`config.mk`:
```
export PLATFORM = sky130hd
export DESIGN_NAME = dotted_version_number_parser_flat
export DESIGN_NICKNAME = d
export VERILOG_FILES = /design/src/sv/dvnp_pkg.sv /design/src/sv/dvnp_stream_if.sv /design/src/sv/dotted_version_number_parser.sv /design/src/flat_wrapper.sv
export SDC_FILE = /design/constraint.sdc
export NUM_CORES = 1
export LEC_CHECK = 0
export ABC_AREA = 1
export BUFFER_PORTS_ARGS = -buffer_cell sky130_fd_sc_hd__buf_4
export CAP_MARGIN = 10
export CORE_MARGIN = 2
export CORE_UTILIZATION = 53
export DETAILED_ROUTE_END_ITERATION = 10
export PLACE_DENSITY = 0.72
export SYNTH_ARGS = -nofsm -noshare
export SYNTH_HDL_FRONTEND = slang
export SYNTH_SLANG_ARGS = --single-unit
```
`constraint.sdc`:
```
create_clock -name clk_i -period 3.95 [get_ports clk_i]
set_input_delay 0.1975 -clock clk_i [delete_from_list [all_inputs] [get_ports clk_i]]
set_output_delay 0.1975 -clock clk_i [all_outputs]
set_load 0.01 [all_outputs]
```
`src/sv/dvnp_pkg.sv`:
```
// Shared widths and character codes for the dotted version number parser.
// No dependencies.
package dvnp_pkg;

  localparam int unsigned BYTE_W  = 8;
  localparam int unsigned NUM_W   = 32;
  localparam int unsigned DIGIT_W = 4;

  // Character codes
  localparam logic [BYTE_W-1:0] CHAR_ZERO = 8'h30;
  localparam logic [BYTE_W-1:0] CHAR_NINE = 8'h39;
  localparam logic [BYTE_W-1:0] CHAR_DOT  = 8'h2E;
  localparam logic [BYTE_W-1:0] CHAR_CR   = 8'h0D;
  localparam logic [BYTE_W-1:0] CHAR_LF   = 8'h0A;

  // Largest value that may still take another digit: (2^32 - 1) / 10
  localparam logic [NUM_W-1:0]   ACC_LIMIT   = 32'd429496729;
  // Largest digit allowed on top of ACC_LIMIT
  localparam logic [DIGIT_W-1:0] DIGIT_LIMIT = 4'd5;

endpackage

```
`src/sv/dvnp_stream_if.sv`:
```
// Valid/ready channels of the dotted version number parser: text in, result out.
// Depends on dvnp_pkg.
interface dvnp_text_if;
  logic                         valid;
  logic                         ready;
  logic [dvnp_pkg::BYTE_W-1:0]  text_byte;
  logic                         end_of_text;

  modport source (output valid, text_byte, end_of_text, input ready);
  modport sink   (input valid, text_byte, end_of_text, output ready);
endinterface

interface dvnp_result_if;
  logic                         valid;
  logic                         ready;
  logic                         version_found;
  logic [dvnp_pkg::NUM_W-1:0]   major_number;
  logic [dvnp_pkg::NUM_W-1:0]   minor_number;
  logic [dvnp_pkg::NUM_W-1:0]   patch_number;

  modport source (output valid, version_found, major_number, minor_number, patch_number,
                  input ready);
  modport sink   (input valid, version_found, major_number, minor_number, patch_number,
                  output ready);
endinterface

```
`src/sv/dotted_version_number_parser.sv`:
```
// Dotted version number parser: finds major.minor[.patch] on the first line of a text.
// Depends on dvnp_pkg and the channels in dvnp_stream_if.
//
// Usage
//   text_i carries one text byte per beat; end_of_text marks the last byte of a text.
//   result_o carries exactly one beat per text: version_found and the three numbers,
//   all zero when no well-formed version sits on the first line.
//   Only bytes up to the first CR or LF are parsed; the rest are taken and dropped.
// Timing
//   One byte is taken every cycle while no final byte waits for the result register.
//   A byte is held in the input register and folded into the parse state by a single
//   multiply-by-ten accumulate; a final byte then loads the result register.
// Reset
//   rst_ni low clears the parse state, the input register valid and the result valid.
//   After each final byte the parse state returns to its reset value for the next text.
// Stall
//   While a result waits on result_o, bytes that are not final keep flowing.
//   A final byte waits in the input register until the result register is free,
//   and text_i.ready drops only then.
module dotted_version_number_parser (
  input  logic                 clk_i,
  input  logic                 rst_ni,
  dvnp_text_if.sink            text_i,
  dvnp_result_if.source        result_o
);

  typedef enum logic [2:0] {
    PH_SCAN,
    PH_MAJOR,
    PH_MINOR_FIRST,
    PH_MINOR,
    PH_PATCH_FIRST,
    PH_PATCH,
    PH_DONE
  } phase_e;

  typedef enum logic [1:0] {
    CLS_OTHER,
    CLS_DIGIT,
    CLS_DOT
  } class_e;

  // Input register
  logic                           in_valid_q;
  logic [dvnp_pkg::BYTE_W-1:0]    byte_q;
  logic                           eot_q;

  // Parse state
  phase_e                         phase_q, phase_d;
  class_e                         class_q, class_d;
  logic [dvnp_pkg::NUM_W-1:0]     acc_q, acc_d;
  logic                           ovf_q, ovf_d;
  logic [dvnp_pkg::NUM_W-1:0]     major_q, major_d;
  logic [dvnp_pkg::NUM_W-1:0]     minor_q, minor_d;
  logic                           ok_q, ok_d;

  // Result register
  logic                           out_valid_q;
  logic                           found_q;
  logic [dvnp_pkg::NUM_W-1:0]     res_major_q, res_minor_q, res_patch_q;

  // Byte decode and accumulate step
  logic                           is_digit, is_dot, is_eol;
  logic [dvnp_pkg::DIGIT_W-1:0]   digit;
  logic [dvnp_pkg::BYTE_W-1:0]    digit_byte;
  logic [dvnp_pkg::NUM_W+3:0]     acc_x10;
  logic [dvnp_pkg::NUM_W-1:0]     acc_step;
  logic                           digit_fits;

  logic                           out_free, fire;

  // Handshake: the parse stage moves unless a final byte meets a full result register
  assign out_free     = !out_valid_q || result_o.ready;
  assign fire         = in_valid_q && (!eot_q || out_free);
  assign text_i.ready = !in_valid_q || fire;

  // Classify the held byte
  assign is_digit   = (byte_q >= dvnp_pkg::CHAR_ZERO) && (byte_q <= dvnp_pkg::CHAR_NINE);
  assign is_dot     = (byte_q == dvnp_pkg::CHAR_DOT);
  assign is_eol     = (byte_q == dvnp_pkg::CHAR_CR) || (byte_q == dvnp_pkg::CHAR_LF);
  assign digit_byte = byte_q - dvnp_pkg::CHAR_ZERO;
  assign digit      = is_digit ? digit_byte[dvnp_pkg::DIGIT_W-1:0] : '0;

  // acc * 10 + digit, with the 32-bit range check ahead of it
  assign acc_x10    = {1'b0, acc_q, 3'b000} + {3'b000, acc_q, 1'b0};
  assign acc_step   = acc_x10[dvnp_pkg::NUM_W-1:0] + dvnp_pkg::NUM_W'(digit);
  assign digit_fits = !((acc_q > dvnp_pkg::ACC_LIMIT) ||
                        ((acc_q == dvnp_pkg::ACC_LIMIT) && (digit > dvnp_pkg::DIGIT_LIMIT)));

  // Next parse state for the held byte
  always_comb begin
    phase_d = phase_q;
    class_d = class_q;
    acc_d   = acc_q;
    ovf_d   = ovf_q;
    major_d = major_q;
    minor_d = minor_q;
    ok_d    = ok_q;

    if (phase_q != PH_DONE) begin
      if (!is_eol) begin
        case (phase_q)
          PH_SCAN: begin
            if (is_digit && (class_q == CLS_OTHER)) begin
              acc_d   = dvnp_pkg::NUM_W'(digit);
              ovf_d   = 1'b0;
              phase_d = PH_MAJOR;
            end
          end
          PH_MAJOR: begin
            if (is_digit) begin
              if (!ovf_q) begin
                if (digit_fits) acc_d = acc_step;
                else            ovf_d = 1'b1;
              end
            end else if (is_dot && !ovf_q) begin
              major_d = acc_q;
              phase_d = PH_MINOR_FIRST;
            end else begin
              phase_d = PH_SCAN;
            end
          end
          PH_MINOR_FIRST, PH_PATCH_FIRST: begin
            if (is_digit) begin
              acc_d   = dvnp_pkg::NUM_W'(digit);
              ovf_d   = 1'b0;
              phase_d = (phase_q == PH_MINOR_FIRST) ? PH_MINOR : PH_PATCH;
            end else begin
              ok_d    = 1'b0;
              phase_d = PH_DONE;
            end
          end
          PH_MINOR: begin
            if (is_digit) begin
              if (!ovf_q) begin
                if (digit_fits) acc_d = acc_step;
                else            ovf_d = 1'b1;
              end
            end else if (ovf_q) begin
              ok_d    = 1'b0;
              phase_d = PH_DONE;
            end else begin
              minor_d = acc_q;
              if (is_dot) begin
                phase_d = PH_PATCH_FIRST;
              end else begin
                acc_d   = '0;
                ok_d    = 1'b1;
                phase_d = PH_DONE;
              end
            end
          end
          PH_PATCH: begin
            if (is_digit) begin
              if (!ovf_q) begin
                if (digit_fits) acc_d = acc_step;
                else            ovf_d = 1'b1;
              end
            end else begin
              ok_d    = !ovf_q;
              phase_d = PH_DONE;
            end
          end
          default: begin
          end
        endcase
        class_d = is_digit ? CLS_DIGIT : (is_dot ? CLS_DOT : CLS_OTHER);
      end

      // Close the line on CR, LF or the final byte
      if ((is_eol || eot_q) && (phase_d != PH_DONE)) begin
        case (phase_d)
          PH_MINOR: begin
            minor_d = acc_d;
            ok_d    = !ovf_d;
            acc_d   = '0;
          end
          PH_PATCH: ok_d = !ovf_d;
          default:  ok_d = 1'b0;
        endcase
        phase_d = PH_DONE;
      end
    end
  end

  // Input register: take a beat whenever the stage is free
  always_ff @(posedge clk_i or negedge rst_ni) begin
    if (!rst_ni) begin
      in_valid_q <= 1'b0;
    end else if (text_i.ready) begin
      in_valid_q <= text_i.valid;
    end
  end

  always_ff @(posedge clk_i) begin
    if (text_i.valid && text_i.ready) begin
      byte_q <= text_i.text_byte;
      eot_q  <= text_i.end_of_text;
    end
  end

  // Parse state: advance on each byte, start over after a final byte
  always_ff @(posedge clk_i or negedge rst_ni) begin
    if (!rst_ni) begin
      phase_q <= PH_SCAN;
      class_q <= CLS_OTHER;
      acc_q   <= '0;
      ovf_q   <= 1'b0;
      major_q <= '0;
      minor_q <= '0;
      ok_q    <= 1'b0;
    end else if (fire) begin
      if (eot_q) begin
        phase_q <= PH_SCAN;
        class_q <= CLS_OTHER;
        acc_q   <= '0;
        ovf_q   <= 1'b0;
        major_q <= '0;
        minor_q <= '0;
        ok_q    <= 1'b0;
      end else begin
        phase_q <= phase_d;
        class_q <= class_d;
        acc_q   <= acc_d;
        ovf_q   <= ovf_d;
        major_q <= major_d;
        minor_q <= minor_d;
        ok_q    <= ok_d;
      end
    end
  end

  // Result register: load on a final byte, drop once taken
  always_ff @(posedge clk_i or negedge rst_ni) begin
    if (!rst_ni) begin
      out_valid_q <= 1'b0;
    end else if (fire && eot_q) begin
      out_valid_q <= 1'b1;
    end else if (result_o.ready) begin
      out_valid_q <= 1'b0;
    end
  end

  always_ff @(posedge clk_i) begin
    if (fire && eot_q) begin
      found_q     <= ok_d;
      res_major_q <= ok_d ? major_d : '0;
      res_minor_q <= ok_d ? minor_d : '0;
      res_patch_q <= ok_d ? acc_d   : '0;
    end
  end

  assign result_o.valid         = out_valid_q;
  assign result_o.version_found = found_q;
  assign result_o.major_number  = res_major_q;
  assign result_o.minor_number  = res_minor_q;
  assign result_o.patch_number  = res_patch_q;

endmodule

```
`src/flat_wrapper.sv`:
```
// flat-port wrapper written by rule: the top's interface ports become plain ports
module dotted_version_number_parser_flat 
  (clk_i, rst_ni, text_i_valid, text_i_text_byte, text_i_end_of_text, text_i_ready, result_o_valid, result_o_version_found, result_o_major_number, result_o_minor_number, result_o_patch_number, result_o_ready);
  dvnp_text_if text_i_i ();
  dvnp_result_if result_o_i ();
  input  logic clk_i;
  input  logic rst_ni;
  input wire logic [$bits(text_i_i.valid)-1:0] text_i_valid;
  input wire logic [$bits(text_i_i.text_byte)-1:0] text_i_text_byte;
  input wire logic [$bits(text_i_i.end_of_text)-1:0] text_i_end_of_text;
  output wire logic [$bits(text_i_i.ready)-1:0] text_i_ready;
  output wire logic [$bits(result_o_i.valid)-1:0] result_o_valid;
  output wire logic [$bits(result_o_i.version_found)-1:0] result_o_version_found;
  output wire logic [$bits(result_o_i.major_number)-1:0] result_o_major_number;
  output wire logic [$bits(result_o_i.minor_number)-1:0] result_o_minor_number;
  output wire logic [$bits(result_o_i.patch_number)-1:0] result_o_patch_number;
  input wire logic [$bits(result_o_i.ready)-1:0] result_o_ready;
  assign text_i_i.valid = text_i_valid;
  assign text_i_i.text_byte = text_i_text_byte;
  assign text_i_i.end_of_text = text_i_end_of_text;
  assign text_i_ready = text_i_i.ready;
  assign result_o_valid = result_o_i.valid;
  assign result_o_version_found = result_o_i.version_found;
  assign result_o_major_number = result_o_i.major_number;
  assign result_o_minor_number = result_o_i.minor_number;
  assign result_o_patch_number = result_o_i.patch_number;
  assign result_o_i.ready = result_o_ready;
  dotted_version_number_parser u_core (.clk_i(clk_i), .rst_ni(rst_ni), .text_i(text_i_i), .result_o(result_o_i));
endmodule
```
==> results.txt <==
----------------------------------------------------
[Outcome]
  Outcome ... completed

[Critical path]
  Cell type with the highest occurrence count on the critical path ... nand2_1
  Endpoint class of the critical path ... register
  Required arrival time at the worst endpoint ... between 4 and 5 ns
  Worst Path Max Fanout ... 4
  Path type of the worst setup path ... reg2reg
  Data arrival time of the worst path ... between 3 and 4 ns
  Slowest-stage cell, CP ... fa_1
  Cells along the critical path ... inv_1, nand2_1, nor2_2, nand2_2, nor2_4, xor2_1, inv_1, ha_1, inv_1, fa_1, o21ai_0, buf_4, nand2_1, nand2_1, nand3_1, nand3_1, nand2_1, nand2_1, nand2_1, nand2_1, nand3_1, nand2_1, a21oi_2
  Delay contributed by the slowest stage of the critical path ... 0.42 ns
  Critical Path Start Type ... register

[Timing]
  Post-route clock skew ... roughly 0.013 ns
  Final Cycle Share ... 90.6%
  Worst hold slack across all endpoints ... 0.260 ns
  Unrepaired setup endpoints after global routing ... no
  Transition at the pin with the smallest max-transition slack ... 0.864 ns
  Hold violation total from the final report ... 0
  Setup total negative slack ... 0 ns
  F_max ... roughly 280 MHz
  Headroom to the max-slew limit ... a little over two fifths
  Number of endpoints failing setup at the final stage ... 0
  Final worst setup slack ... 0.373 ns
  Number of pins exceeding their max-slew limit in the final report ... 0
  Final Critical Period ... 3.58 ns

[Floorplanning]
  Row count ... 58
  IO Count ... roughly 110
  Die Wd ... between 150 and 200 µm
  Core Box Area ... approximately 0.025 mm²
  Die footprint ... ~0.027 mm²
  Initial standard-cell utilization of the core ... about 54%
  DIE HEIGHT ... around 160 µm

[Place]
  Placer's final routability congestion estimate ... approximately 0.94
  Post-Place Setup Slack ... approximately 0.2 ns
  Port buffer count ... between 100 and 150
  DP HPWL ... between 20 and 30 mm
  Placed Cells ... approximately 2200
  Post-placement cell area ... around 0.015 mm²

[Drt]
  Total routed wirelength ... slightly above 40 mm
  Number of optimization iterations in the first detailed-route pass ... 6
  Vias after detailed routing ... around 13000
  Drt via density ... around 5.7
  DR WL met2 ... between 15 and 20 mm
  Met1 WL ... roughly 16 mm
  Initial DRC count ... around 1300
  Detail Route met3 WL ... 2.76 mm
  Residual antenna-violating net count after detailed routing ... 0
  Post-detailed-route wirelength per cell ... roughly 18 µm
  Top layer in use ... met5
  Number of design rule violations left after detail routing ... 0

[Layout]
  Most used cells in the layout excluding fill and tap cells ... 570 x nand2_1, 196 x inv_1, 162 x nor2_1
  Total of fill cells in the finished design ... 2350
  Number of antenna cells inserted ... 0
  Number of cells in the finished layout apart from fillers ... approximately 2300
  Most common cell after layout, fill and taps aside ... nand2_1
  Sequential standard cell area ... 0.00581 mm²
  Multi-input combinational cell area ... between 0.006 and 0.007 mm²
  Area of all placed cells without fillers ... between 0.015 and 0.02 mm²
  Area grow syn2layout ... 14.3%
  Number of nets at the end of the flow ... roughly 2000
  Share of layout cells above drive strength 1 ... between 10 and 15%

[Power]
  Proportion of power drawn by flip-flops and latches ... between 40% and 50%
  Peak supply drop ... around 0.39 mV
  Net switching power of the design ... roughly 0.0017 W
  Cell internal pwr ... 0.00384 W
  Net Sw Frac ... a little under a third
  Leakage power total ... ~7.2 nW
  Combinational share of power ... 18.2%
  Clock share of power ... a little under two fifths
  Cell area power density ... 357 mW/mm²

[Clock network]
  Clock transition at the register clock pins on the worst setup and hold paths after CTS ... around 0.06 ns
  Library cell used as clock root buffer ... clkbuf_16
  CTS tree ... done
  Clock sink count ... ~210
  Latest clock arrival within the worst-skew pair ... between 0.5 and 0.6 ns
  Setup Buffers After CTS ... 0
  Num CTS Buffers ... 24
  H-tree depth ... 1
  Max Buffers Root-to-Sink ... 3

[GRT]
  Initial antenna violation count ... 1
  Vias in the first global route ... around 13000
  Total global routing track utilization ... between 30% and 40%
  First-pass GRT wire length ... about 66 mm
  Maximum number of pins on one net before global-route repair ... 94
  Sum of overflow across all layers after global routing ... 0

[Synthesis]
  Cell variety after synth ... 46
  Avg Inst Size Synth ... about 7.4 µm²
  Yosys warning total ... 0
  Flip-flop and latch count after synthesis ... about 210
  Gate count of the mapped netlist ... about 1800
  Post-Synthesis Net Count ... around 1900
  Post-Syn Area ... roughly 0.014 mm²
  Sequential element share of the synthesized area ... 42.6%

[Hold path]
  Worst min-delay path class ... in2async

[Run]
  Max-cap violation count ... 0

----------------------------------------------------
-- state kept, by name (all words and copies together), names as in the netlist, 2 cells and up --
signal and flops:
u_core.acc_q 32, u_core.byte_q 8, u_core.class_q 2, u_core.major_q 32, u_core.minor_q 32, u_core.phase_q 3
u_core.result_o.major_number 32, u_core.result_o.minor_number 32, u_core.result_o.patch_number 32
-- area by class of cell --
type                    instances  area share [%]
multi-input cells            1334            42.5
flip-flops and latches        211            37.3
repair buffers                155            7.84
inverters                     211            5.12
clock buffers                  36            4.27
well taps                     330            2.65
clock inverters                 8           0.329
-- through the flow --
stage / power (W) / util (%)
after CTS: 0.00558 / 61.8
final: 0.00557 / 61.9
after floorplan: 0.00316 / -
after global routing: 0.00577 / 61.9
after detailed placement: 0.00349 / 58.4
after global placement: 0.00349 / 58.4
-- Yosys cell counts (all sizes together) --
| library cell | instances | area (µm²) |
|---|---|---|
| a21o | 2 | 15.0 |
| a21oi | 126 | 683 |
| a221oi | 1 | 8.76 |
| a22oi | 1 | 7.51 |
| a31oi | 4 | 25.0 |
| and2 | 4 | 25.0 |
| buf | 31 | 239 |
| clkbuf | 51 | 191 |
| clkinv | 2 | 7.51 |
| dfrtp | 105 | 2630 |
| edfxtp | 106 | 3180 |
| fa | 1 | 20.0 |
| ha | 59 | 738 |
| inv | 209 | 787 |
| nand2 | 584 | 2230 |
| nand3 | 86 | 440 |
| nand3b | 2 | 15.0 |
| nand4 | 12 | 75.1 |
| nor2 | 194 | 801 |
| nor3 | 15 | 80.1 |
| nor4 | 1 | 21.3 |
| o211a | 2 | 20.0 |
| o211ai | 2 | 15.0 |
| o21ai | 146 | 734 |
| o21bai | 6 | 45.0 |
| o221ai | 1 | 8.76 |
| o22ai | 63 | 394 |
| o31ai | 3 | 22.5 |
| o32ai | 1 | 8.76 |
| or2 | 2 | 12.5 |
| xnor2 | 7 | 61.3 |
| xor2 | 9 | 78.8 |
-- critical path: cells and delay by family, from the launching register on --
family                     cells  cell delay (ns)
adders and majority gates      2             0.71
DFF                            1             0.37
AOI/OAI and AO/OA              2             0.25
buffers and inverters          4             0.32
xor gates and xnor gates       1             0.15
and+or+nand+nor               14             1.49
-- final timing paths --
path | start | endpoint | slack [ns] | cells after the start
min | rst_ni | u_core.major_q[0] | 0.26 | 2
max reg2reg | u_core.byte_q[6] | u_core.result_o.minor_number[24] | 0.37 | 23
max in group asynchronous | rst_ni | u_core.minor_q[1] | 2.77 | 3
min in group clk_i | text_i_text_byte[0] | u_core.byte_q[0] | 0.38 | 2
min reg2reg | u_core.class_q[1] | u_core.class_q[1] | 0.49 | 2
max | u_core.byte_q[6] | u_core.result_o.minor_number[24] | 0.37 | 23
-- kinds of logic after synthesis --
kind of cell	share of synthesized area, %
DFF	42.6
and+or+nand+nor	27.2
AOI/OAI and AO/OA	14.6
adders and majority gates	5.57
buffers and inverters	8.99
xor gates and xnor gates	1.03
-- power groups by stage --
stage               Clock (W)  Combinational (W)  Sequential [W]
floorplan                   0           0.000644         0.00252
detailed placement          0           0.000988         0.00251
global placement            0           0.000984         0.00250
finish                0.00209            0.00101         0.00246
CTS                   0.00211            0.00100         0.00246
global route          0.00220            0.00110         0.00247
-- routing by layer --
metal  track usage, %  vias to the layer above
met3             3.91                      144
met4             18.2                        2
met1             38.2                     6051
li1                 -                     6226
met2             52.4                      552
met5                0                        -
-- repair_timing --
item                                    CTS  global route
endpoints found under the setup margin    0            62
hold buffers                             13             0
resized for setup                         0             8
endpoints found under the hold margin    61             0
Power figures use the tool's default switching activity.
